===== config.mk =====
export PLATFORM = sky130hd
export DESIGN_NAME = fp32_fp16_format_converter_core
export DESIGN_NICKNAME = d
export VERILOG_FILES = /design/src/rtl/core/f3216_pkg.sv /design/src/rtl/core/fp32_fp16_format_converter_core.sv
export SDC_FILE = /design/constraint.sdc
export NUM_CORES = 1
export LEC_CHECK = 0
export BUFFER_PORTS_ARGS = -buffer_cell sky130_fd_sc_hd__clkbuf_2
export CORE_MARGIN = 1
export CORE_UTILIZATION = 45
export DETAILED_ROUTE_END_ITERATION = 12
export HOLD_SLACK_MARGIN = 0.1
export PLACE_DENSITY = 0.71
export SLEW_MARGIN = 10
export SYNTH_ARGS = -nofsm -noshare
export SYNTH_HDL_FRONTEND = slang
export SYNTH_SLANG_ARGS = --single-unit

===== constraint.sdc =====
create_clock -name clk -period 3.8 [get_ports clk]
set_clock_uncertainty 0.15 [all_clocks]
set_input_delay 0.38 -clock clk [delete_from_list [all_inputs] [get_ports clk]]
set_output_delay 0.38 -clock clk [all_outputs]
set_load 0.005 [all_outputs]

===== src/rtl/core/f3216_pkg.sv =====
// ----------------------------------------------------------------------------
// f3216_pkg
// shared op codes for the single/half converter
// ----------------------------------------------------------------------------
package f3216_pkg;

  typedef enum logic {
    OP_S2H = 1'b0,
    OP_H2S = 1'b1
  } op_t;

endpackage


===== src/rtl/core/fp32_fp16_format_converter_core.sv =====
// ----------------------------------------------------------------------------
// fp32_fp16_format_converter_core
// binary32 <-> binary16 bit-pattern converter, one word per stall-free cycle
// ----------------------------------------------------------------------------
// usage:
//   input channel: in_valid/in_ready with in_op, in_single_bits, in_half_bits
//   in_op selects single to half (half result in out_result_bits[15:0], upper
//   bits zero) or half to single; the field not selected is ignored
//   output channel: out_valid/out_ready with out_result_bits
// timing: an accepted input beat is a valid output beat in the next cycle
// throughput: one beat per cycle unless stalled; the conversion is a single
//   combinational pass between the input handshake and the result register
// stall: the result register holds while out_ready is low; in_ready stays
//   high as long as the result register is empty or is being drained, so
//   a stalled receiver holds the input for as long as the stall lasts
// rounding: single to half adds the guard bit (ties away from zero), and a
//   carry may reach inf; nan inputs give the quiet nan with mantissa 0x200
// reset: rst_n (synchronous, active low) empties the result register
// ----------------------------------------------------------------------------
module fp32_fp16_format_converter_core (
  input  logic        clk,
  input  logic        rst_n,
  input  logic        in_valid,
  output logic        in_ready,
  input  logic        in_op,
  input  logic [31:0] in_single_bits,
  input  logic [15:0] in_half_bits,
  output logic        out_valid,
  input  logic        out_ready,
  output logic [31:0] out_result_bits
);
  import f3216_pkg::*;

  logic        valid_r, valid_nxt;
  logic [31:0] res_r, res_nxt;
  logic        in_fire;

  // single to half
  logic        s_sign;
  logic [7:0]  s_exp;
  logic [22:0] s_man;
  logic [23:0] s_full;
  logic [23:0] s_shift;
  logic [3:0]  s_amt;
  logic [11:0] s_sub;
  logic [15:0] s_norm;
  logic [15:0] s2h;

  // half to single
  logic        h_sign;
  logic [4:0]  h_exp;
  logic [9:0]  h_man;
  logic [3:0]  h_lz;
  logic [9:0]  h_nman;
  logic [7:0]  h_nexp;
  logic [31:0] h2s;

  always_comb begin
    s_sign  = in_single_bits[31];
    s_exp   = in_single_bits[30:23];
    s_man   = in_single_bits[22:0];
    s_full  = {1'b1, s_man};
    // subnormal shift 1 - e with e = exp - 112, only used for exp in 102..112
    s_amt   = 4'(8'd113 - s_exp);
    s_shift = s_full >> s_amt;
    s_sub   = 12'(({1'b0, s_shift[23:13]} + {11'd0, s_shift[12]}));
    s_norm  = {s_sign, 5'(s_exp - 8'd112), s_man[22:13]} + {15'd0, s_man[12]};
    priority if (s_exp == 8'hFF) begin
      s2h = {s_sign, 5'h1F, (s_man != '0), 9'd0};
    end else if (s_exp >= 8'd143) begin
      s2h = {s_sign, 5'h1F, 10'd0};
    end else if (s_exp < 8'd102) begin
      s2h = {s_sign, 15'd0};
    end else if (s_exp <= 8'd112) begin
      s2h = {s_sign, 3'd0, s_sub};
    end else begin
      s2h = s_norm;
    end
  end

  always_comb begin
    h_sign = in_half_bits[15];
    h_exp  = in_half_bits[14:10];
    h_man  = in_half_bits[9:0];
    h_lz   = 4'd9;
    for (int i = 0; i < 10; i++) begin
      if (h_man[i]) h_lz = 4'(9 - i);
    end
    h_nman = 10'(h_man << (h_lz + 4'd1));
    h_nexp = 8'd112 - {4'd0, h_lz};
    priority if (h_exp == 5'd0 && h_man == '0) begin
      h2s = {h_sign, 31'd0};
    end else if (h_exp == 5'd0) begin
      h2s = {h_sign, h_nexp, h_nman, 13'd0};
    end else if (h_exp == 5'h1F) begin
      h2s = {h_sign, 8'hFF, h_man, 13'd0};
    end else begin
      h2s = {h_sign, {3'd0, h_exp} + 8'd112, h_man, 13'd0};
    end
  end

  assign in_ready = !valid_r || out_ready;
  assign in_fire  = in_valid && in_ready;

  always_comb begin
    valid_nxt = valid_r;
    res_nxt   = res_r;
    if (out_ready) valid_nxt = 1'b0;
    if (in_fire) begin
      valid_nxt = 1'b1;
      unique case (op_t'(in_op))
        OP_S2H:  res_nxt = {16'd0, s2h};
        OP_H2S:  res_nxt = h2s;
        default: res_nxt = h2s;
      endcase
    end
  end

  always_ff @(posedge clk) begin
    if (!rst_n) begin
      valid_r <= 1'b0;
    end else begin
      valid_r <= valid_nxt;
    end
    res_r <= res_nxt;
  end

  assign out_valid       = valid_r;
  assign out_result_bits = res_r;

  // an accepted beat shows up at the output the next cycle
  a_fire_valid: assert property (@(posedge clk) disable iff (!rst_n)
    in_fire |=> out_valid) else $error("accepted beat lost");
  // a stalled result is held
  a_hold: assert property (@(posedge clk) disable iff (!rst_n)
    out_valid && !out_ready |=> out_valid && $stable(out_result_bits))
    else $error("stalled result changed");
  // half results keep the upper word clear
  a_s2h_upper: assert property (@(posedge clk) disable iff (!rst_n)
    in_fire && in_op == OP_S2H |=> out_result_bits[31:16] == 16'd0)
    else $error("half result upper bits set");
  // input never blocked while output drains
  a_ready: assert property (@(posedge clk) disable iff (!rst_n)
    out_ready |-> in_ready) else $error("input blocked while draining");

endmodule


==> metrics, run 1 <==
Die H 88 um; GR Overflow Total 0; first drt pass iteration count 5; Fmax achieved about 310 MHz; die width 88 um; gp weighted congestion 0.962; clk_lat worst skew 0.27 ns; Worst Tran Pin Value 0.640 ns; CTS tree yes; number of antenna violations at the first check in global routing 0; Clk Tree Root Cell clkbuf_8; Area growth, synth to finish 16.4%; initial cell density of the core between 40% and 50%; Total Wirelength 9360 um; Slew Viols, Final 0; register area between 900 and 1000 um2; RSZ-0062 raised after global routing false; gr usage total 24.5%; commonest cells after routing, fill and taps aside clkbuf_2, edfxtp_1, nor2_1, nand2_1, a21oi_1; hold path startpoint rst_n; WL/cell around 17 um; Design Area, Final 3870 um2; Fillers 656; met3 usage 2.07%; P per Cell Area 262 nW/um2; Critical Path Max Stage Delay 0.52 ns; Critical path origin in_single_bits[24]; n_diodes 0; share of cells above drive strength 1 a little over a quarter; sequential element share of the synthesized area 28.6%; # hold bufs at CTS 0; most common cell after layout, fill and taps aside clkbuf_2; Core Region 6980 um2; Clock transition at path regs 0.06 ns; area of the multi-input gates 2160 um2; HPWL Detailed 7120 um; vias in the first global route 2853; WP data required 3.65 ns; Lkg Pwr approximately 1.5 nW; Setup CP Type primary input to flip-flop; most used flip-flop cell after synthesis edfxtp_1; endpoint class of the critical path flip-flop; clk buf depth 2; post-synthesis instance total around 400; hold crit path type primary input to flip-flop; number of flops mapped to enable cells by yosys 31; dpl cell area 3790 um2; critical path's top delay family compound AO/OA/AOI/OAI gates; Layout Cells excl Fill 560; synthesized area per cell roughly 8.4 um2; Vias 3462; DIE AREA 7740 um2; CTS Buf Count 5; r2r startpoint out_valid; largest net degree at the start of global routing 35; crit path cell chain clkbuf_2, inv_1, ha_1, buf_4, nor3_1, o21ai_0, o2111ai_1, nor4_1, xor2_1, o41ai_1; # H-tree levels 2; post_cts resized 0; Max FO, Critical Path 10; CP max stage cell ha_1; CP bufs+invs 3; Post-DRT Antenna Nets 0; met2 usage 33.8%; Fin. Hold Viols 0; Fin Setup TNS 0 ns; critical path launch point type primary input; first-pass GRT wire length 14600 um; asr flop ratio synth 0%; max_cap viols 0; final net count 525; mapped cell area 3330 um2; Top Usage Layer GRT met1; port buffer count 86; # Post-CTS Setup Buffers 0; Sinks on Clock Net 32; M1 GR Usage 38.9%; I/O pin cnt just under 90; outcome finished, final reports clean; Via density between 6 and 7; CP Data Arrival Time 3.13 ns; Yosys cell types 65; Slew headroom a little under three fifths; DRC viols 0; final setup fails 0; # rows 30; Synth warnings 0; Max rail drop VDD just over 0.1 mV; Final Util between 50% and 60%; initial drt markers around 370; Final Critical Period 3.27 ns; Synth Register Bits 32; syn_nets 456; Placed Cells 552; crit share post-route between 80% and 90%
[cells by family after synthesis]
| group | share of synthesized area (%) |
|---|---|
| XOR/XNOR | 5.45 |
| AND/OR/NAND/NOR | 24.9 |
| flip-flops | 28.6 |
| buffers and inverters | 6.54 |
| adder cells (fa/ha/maj) | 3.38 |
| AO/OA/AOI/OAI | 24.1 |
| multiplexers | 7.11 |
[power breakdown]
group          switching (W)  internal, W
logic               0.000217     0.000141
clock network       0.000113     0.000124
registers         0.00000633     0.000415
total               0.000337     0.000680
[registers in the layout (all words and copies together) (netlist names)]
signal / flops
out_valid: 1
out_result_bits: 31
[routing by layer]
metal	wire (um)	vias to the layer above
met5	0	-
met4	172	0
met3	842	22
met2	3880	194
met1	4460	1601
li1	-	1645
[worst reg2reg max path, stage by stage (launching register included)]
cell and delay, ns:
dfxtp_1 0.31, nand2b_1 0.10, and2_1 0.13, buf_4 0.34
[worst paths after layout]
path	slack (ns)	cells after the start	endpoint
worst max-delay path	0.53	10	out_result_bits[9]
worst min register to register	0.40	2	out_valid
worst min-delay path	0.19	2	out_valid
worst max register to register	2.42	3	out_result_bits[18]
[synthesized netlist by cell type, types with 11 or more instances]
master | instances | area [um2]
nor2_1 | 28 | 105
a21oi_1 | 23 | 115
inv_1 | 14 | 52.6
a211oi_1 | 13 | 97.6
nor4_1 | 12 | 75.1
edfxtp_1 | 31 | 931
nand2_1 | 28 | 105
clkbuf_1 | 18 | 67.6
nand3_1 | 17 | 85.1
nor3_1 | 16 | 80.1
o21ai_0 | 18 | 90.1
xnor2_1 | 11 | 96.3
[cell type report]
class	instances	area share [%]
timing repair buffer	96	13.0
inverter	15	1.45
sequential	32	24.5
clock inverter	3	0.355
tap	96	3.10
multi-input combinational	313	55.7
clock buffer	5	1.78
[metrics by stage]
stage          hold WS, ns  worst slack [ns]  power [W]
3_3_place_gp         0.365             0.465   0.000773
5_1_grt              0.193             0.246    0.00107
2_1_floorplan        0.369             0.127   0.000661
3_5_place_dp         0.409             0.349   0.000778
6_report             0.195             0.527    0.00102
4_1_cts              0.190             0.603    0.00102
Power figures use the tool's default switching activity.
==> run 2: changes to the inputs <==
Settings changed: BUFFER_PORTS_ARGS -buffer_cell sky130_fd_sc_hd__clkbuf_2 to -buffer_cell sky130_fd_sc_hd__buf_4.
==> run 2 against run 1 <==
Compared with the run above: global-route usage shrank 0.39 points; first-iteration DRC count grew 1.1%; critical endpoint unchanged; maximum frequency shrank 0.49%; non-clock buffer count shrank 4; final area grew 5.4%; total power grew 9.4%; count of clock-buffer cells in the layout grew 1.
==> metrics, run 2 (same netlist as run 1, synthesis figures left out) <==
port buffer count 86 (unchanged); final setup fails 0 (unchanged); vias in the first global route 2859 (+0.21%); crit share post-route 86.6% (+0.42 points); met2 wire len 3860 um (-0.64%); Post-DRT Antenna Nets 0 (unchanged); # hold bufs at CTS 0 (unchanged); Fin Setup TNS 0 ns (unchanged); Final Critical Period 3.29 ns (+0.0161 ns); Total Wirelength 9130 um (-2.4%); outcome finished, final reports clean; first-pass GRT wire length 14500 um (-0.28%); n_diodes 0 (unchanged); Via density 6.05 (-2.1%); gp weighted congestion 0.990 (+3.0%); Fmax achieved 304 MHz (-0.49%); Top Layer Used met4; # H-tree levels 2 (unchanged); Slew Viols, Final 0 (unchanged); # rows 30 (unchanged); # Post-CTS Setup Buffers 0 (unchanged); CP max stage cell ha_1; Sinks on Clock Net 32 (unchanged); total power 0.00111 W (+9.4%); routed wl met3 989 um (+17%); WHS 0.213 ns (+0.0180 ns); GR Overflow Total 0 (unchanged); most common cell after layout, fill and taps aside buf_4; number of antenna violations at the first check in global routing 0 (unchanged); clk buf depth 2 (unchanged); post_cts resized 0 (unchanged); WP data required 3.66 ns (about the same); Worst Tran Pin Value 0.635 ns (-0.00521 ns); Die H 88 um (unchanged); Layout Cells excl Fill 556 (-0.71%); crit path cell chain buf_4, inv_1, ha_1, mux2i_1, o22ai_1, o2111ai_1, nor4_1, xor2_1, o41ai_1; Slew headroom 57.6% (+0.35 points); initial drt markers 373 (+1.1%); clk_lat worst skew 0.28 ns (about the same); Clk Tree Root Cell clkbuf_8; first drt pass iteration count 5 (unchanged); Critical Path Max Stage Delay 0.63 ns (+0.11 ns); die width 88 um (unchanged); P per Cell Area 272 nW/um2 (+3.7%); Max rail drop VDD 0.119 mV (+15%); Vias 3365 (-2.8%); DRC viols 0 (unchanged); M1 WL 4160 um (-6.8%); Area growth, synth to finish 22.7%; final net count 521 (-0.76%); gr usage total 24.1% (-0.39 points); DIE AREA 7740 um2 (unchanged); Placed Cells 548 (-0.72%); CTS Buf Count 5 (unchanged); initial cell density of the core 47.7% (unchanged); max_cap viols 0 (unchanged); I/O pin cnt 87 (unchanged); endpoint class of the critical path flip-flop; Max FO, Critical Path 18 (+8); critical path launch point type primary input; Clock transition at path regs 0.06 ns (about the same); share of cells above drive strength 1 25.7% (-0.64 points); Setup CP Type primary input to flip-flop; largest net degree at the start of global routing 35 (unchanged); HPWL Detailed 6920 um (-2.7%); WL/cell 16.4 um (-1.7%); max reg flops 31 (unchanged); hold crit path type primary input to flip-flop; Lkg Pwr 1.58 nW (+3.1%); CP Data Arrival Time 3.15 ns (+0.02 ns); commonest cells after routing, fill and taps aside buf_4, edfxtp_1, nor2_1, nand2_1, a21oi_1; Core Region 6980 um2 (unchanged); RSZ-0062 raised after global routing false; Fin. Hold Viols 0 (unchanged); CTS tree yes
-- run 2: cell types whose count changed in the layout (fill, tap and decap cells not counted), sizes merged --
cell / change
buf: +82
bufinv: +1
clkbuf: -85
clkinv: -2
-- run 2: metrics by stage --
step / area, um2 / util, % / setup WS (ns)
6_report: 4090 / 58.5 / 0.511
5_1_grt: 4090 / 58.5 / 0.338
4_1_cts: 4090 / 58.5 / 0.622
3_5_place_dp: 3980 / 57.0 / 0.362
3_3_place_gp: 3980 / 57.0 / 0.420
2_1_floorplan: 3330 / - / 0.127
-- run 2: per-layer routing --
metal  vias to the layer above  GRT usage, %
met5                         -             0
met3                        14          5.28
met2                       171          33.3
met1                      1546          37.1
li1                       1634             -
met4                         0          6.86
-- run 2: where the power goes --
group	switching (W)	total (W)	internal, W
clock network	0.000118	0.000312	0.000194
logic	0.000212	0.000378	0.000166
registers	0.00000634	0.000421	0.000415
total	0.000336	0.00111	0.000775
-- run 2: worst paths after layout --
| path | from | to | slack (ns) | cells after the start |
|---|---|---|---|---|
| max | in_single_bits[24] | out_result_bits[9] | 0.51 | 9 |
| min | rst_n | out_valid | 0.21 | 2 |
| max reg2reg | out_valid | out_result_bits[13] | 2.42 | 3 |
| min reg2reg | out_valid | out_valid | 0.39 | 2 |
-- run 2: cell type report --
cell class	count	area [um2]
clock inverters	2	35.0
clock buffers	6	72.6
repair buffers	92	691
well taps	96	120
fillers	665	2900
flip-flops and latches	32	951
multi-input cells	313	2160
inverters	15	56.3
-- run 2: critical path: cells and delay by family --
kind / cells / cell delay (ns)
adder cells (fa/ha/maj): 1 / 0.63
XOR/XNOR: 1 / 0.15
buffers and inverters: 2 / 0.16
multiplexers: 1 / 0.15
AND/OR/NAND/NOR: 1 / 0.54
AO/OA/AOI/OAI: 3 / 1.13
==> run 3: changes to the inputs <==
Settings changed: ABC_AREA from default to 1, PLACE_DENSITY 0.71 to 0.72.
==> run 3 against run 2 <==
Compared with the run above: hold slack improved by 0.0038 ns; area after synthesis fell by 1.1%; sequential cell count unchanged; core utilization increased by 0.082 points; wire length increased by 2.7%; maximum frequency is 4.6% higher; highest routed layer unchanged.
==> metrics, run 3 <==
largest net degree at the start of global routing 32 (-8.6%); number of flops mapped to enable cells by yosys 31 (unchanged); endpoint class of the critical path flip-flop; I/O pin cnt 87 (unchanged); Worst Setup EP out_result_bits[8]; Placed Cells 662 (+21%); Worst Tran Pin Value 0.478 ns (-0.157 ns); Clk pwr share 22.1% (-6.0 points); Layout Cells excl Fill 669 (+20%); CP Data Arrival Time 3.02 ns (-0.13 ns); cell taking the most area after synthesis edfxtp_1; vias in the first global route 3148 (+10%); total power 0.00106 W (-4.9%); reg-to-reg endpoint out_result_bits[4]; Vias 3670 (+9.1%); clk buf depth 2 (unchanged); # H-tree levels 2 (unchanged); outcome finished, final reports clean; most used cell, CP ha_1; asr flop ratio synth 0% (unchanged); CTS Buf Count 5 (unchanged); Lkg Pwr 1.94 nW (+23%); top post-synthesis cells by area edfxtp_1, nand2_1, nand3_1, inv_1, a21oi_1; final net count 635 (+22%); Slew Viols, Final 0 (unchanged); Area growth, synth to finish 23.6%; number of antenna violations at the first check in global routing 0 (unchanged); mapped cell area 3290 um2 (-1.1%); power share of the combinational group 37.8% (+3.8 points); Sw Share 34.3% (+4.0 points); Total Wirelength 9380 um (+2.7%); gr usage total 24.5% (+0.40 points); worst slack, placed 0.394 ns (+0.0317 ns); synthesized area per cell 6.69 um2 (-21%); hold crit path type primary input to flip-flop; met2 usage 35.8% (+2.5 points); max reg flops 31 (unchanged); die width 87.5 um (-0.53%); GR Overflow Total 0 (unchanged); Clock transition at path regs 0.06 ns (about the same); P per Cell Area 260 nW/um2 (-4.5%); Fin. Hold Viols 0 (unchanged); Sinks on Clock Net 32 (unchanged); Max rail drop VDD 0.134 mV (+13%); most common cell in the netlist nand2_1; Die H 87.5 um (-0.53%); post-synth top area share 28.3% (+0.31 points); Top Usage Layer GRT met1; post_cts resized 0 (unchanged); DRC viols 0 (unchanged); Synth warnings 0 (unchanged); Slew headroom 68.0% (+10 points); most used flip-flop cell after synthesis edfxtp_1; HPWL Detailed 7540 um (+8.9%); Post-DRT Antenna Nets 0 (unchanged); r2r startpoint out_valid; clk_lat worst skew 0.27 ns (about the same); R2R setup slack 2.47 ns (+0.05 ns); max_cap viols 0 (unchanged); port buffer count 86 (unchanged); CTS tree yes; # Post-CTS Setup Buffers 0 (unchanged); Max FO, Critical Path 16 (-2); Critical path origin in_single_bits[24]; RSZ-0062 raised after global routing false; WP data required 3.68 ns (+0.02 ns); hold path depth 3 (+1); Critical Path Max Stage Delay 0.46 ns (-0.17 ns); sequential element share of the synthesized area 28.9% (+0.31 points); # rows 30 (unchanged); n_diodes 0 (unchanged); Synth Register Bits 32 (unchanged); Via density 5.49 (-9.4%); Setup CP Type primary input to flip-flop; # hold bufs at CTS 0 (unchanged); Core Region 6940 um2 (-0.54%); Fmax achieved 318 MHz (+4.6%); most common cell after layout, fill and taps aside nand2_1; Post-synth top cells nand2_1, nand3_1, inv_1; crit path cell chain buf_4, inv_2, ha_1, inv_1, nand2_1, o21ai_0, ha_1, ha_1, nand2_1, nor2_4, nand2_2, nor3_2, nor2_1, o21ai_1, inv_1; commonest cells after routing, fill and taps aside nand2_1, buf_4, nand3_1, inv_1, a21oi_1; critical path launch point type primary input; crit share post-route 82.8% (-3.8 points); gp weighted congestion 0.953 (-3.8%); WL/cell 14.0 um (-15%); final setup fails 0 (unchanged); Yosys cell types 45 (-31%); Flop pwr share 40.0% (+2.1 points); CP max stage cell ha_1; first drt pass iteration count 5 (unchanged); Fin Setup TNS 0 ns (unchanged); Design Area, Final 4070 um2 (-0.40%); M1 GR Usage 38.3% (+1.2 points); Final Critical Period 3.15 ns (-0.144 ns); post-synthesis instance total 492 (+25%); initial cell density of the core 47.4% (-0.26 points); share of cells above drive strength 1 22.9% (-2.8 points); Clk Tree Root Cell clkbuf_8; cell depth of the worst flop-to-flop path 2 (-1); DIE AREA 7660 um2 (-1.1%); worst setup margin 0.655 ns (+0.144 ns); syn_nets 554 (+21%); dpl cell area 3990 um2 (+0.35%); first-pass GRT wire length 14600 um (+0.76%); Internal 0.000694 W (-10%); P_sw 0.000362 W (+7.7%); initial drt markers 336 (-9.9%); met3 usage 2.73% (-2.5 points)
==> run 3: changes by cell type after synthesis, moves of 8 or more <==
cell	delta
a211oi_1	-12
a21oi_1	+14
clkbuf_1	-13
inv_1	+40
mux2i_1	-9
nand2_1	+114
nand3_1	+44
nor2b_1	-8
nor3_1	-9
nor4_1	-8
o22ai_1	-8
xnor2_1	-8
==> run 3: final cells by class <==
| class | count | area, um2 |
|---|---|---|
| clock inverters | 1 | 5.00 |
| inverters | 61 | 231 |
| clock buffers | 6 | 72.6 |
| well taps | 96 | 120 |
| repair buffers | 90 | 676 |
| fillers | 663 | 2880 |
| multi-input cells | 383 | 2010 |
| flip-flops and latches | 32 | 951 |
==> run 3: critical path, delay by kind of cell <==
family	cells	cell delay, ns
fa+ha+maj	3	0.98
buf+inv	4	0.70
simple gates	6	0.64
compound gates	2	0.31
==> run 3: kinds of logic after synthesis <==
kind of cell,synth area share [%]
AO/OA/AOI/OAI,14.0
XOR/XNOR,3.99
adder cells (fa/ha/maj),3.42
buffers and inverters,10.1
flip-flops,28.9
AND/OR/NAND/NOR,39.6
==> run 3: worst min path at each step <==
stage | from | to | slack [ns]
after floorplan | out_valid | out_valid | 0.37
after global placement | out_valid | out_valid | 0.38
after detailed placement | out_valid | out_valid | 0.39
after CTS | rst_n | out_valid | 0.21
after global routing | rst_n | out_valid | 0.23
final | in_half_bits[15] | out_result_bits[31] | 0.22
==> run 3: per-layer routing <==
metal,vias to the layer above,wire (um)
met5,-,0
met4,0,85
met3,12,888
met2,217,3890
met1,1643,4510
li1,1798,-
==> run 3: metrics by stage <==
| stage | util [%] | hold slack (ns) |
|---|---|---|
| after global routing | 58.6 | 0.228 |
| final | 58.6 | 0.216 |
| after floorplan | - | 0.373 |
| after global placement | 57.5 | 0.376 |
| after CTS | 58.6 | 0.213 |
| after detailed placement | 57.5 | 0.395 |
==> run 3: power by group through the flow <==
stage	Sequential (W)	Clock (W)	Combinational [W]
detailed placement	0.000431	0	0.000391
floorplan	0.000434	0	0.000236
global placement	0.000430	0	0.000387
CTS	0.000423	0.000239	0.000393
finish	0.000423	0.000234	0.000400
global route	0.000425	0.000251	0.000439
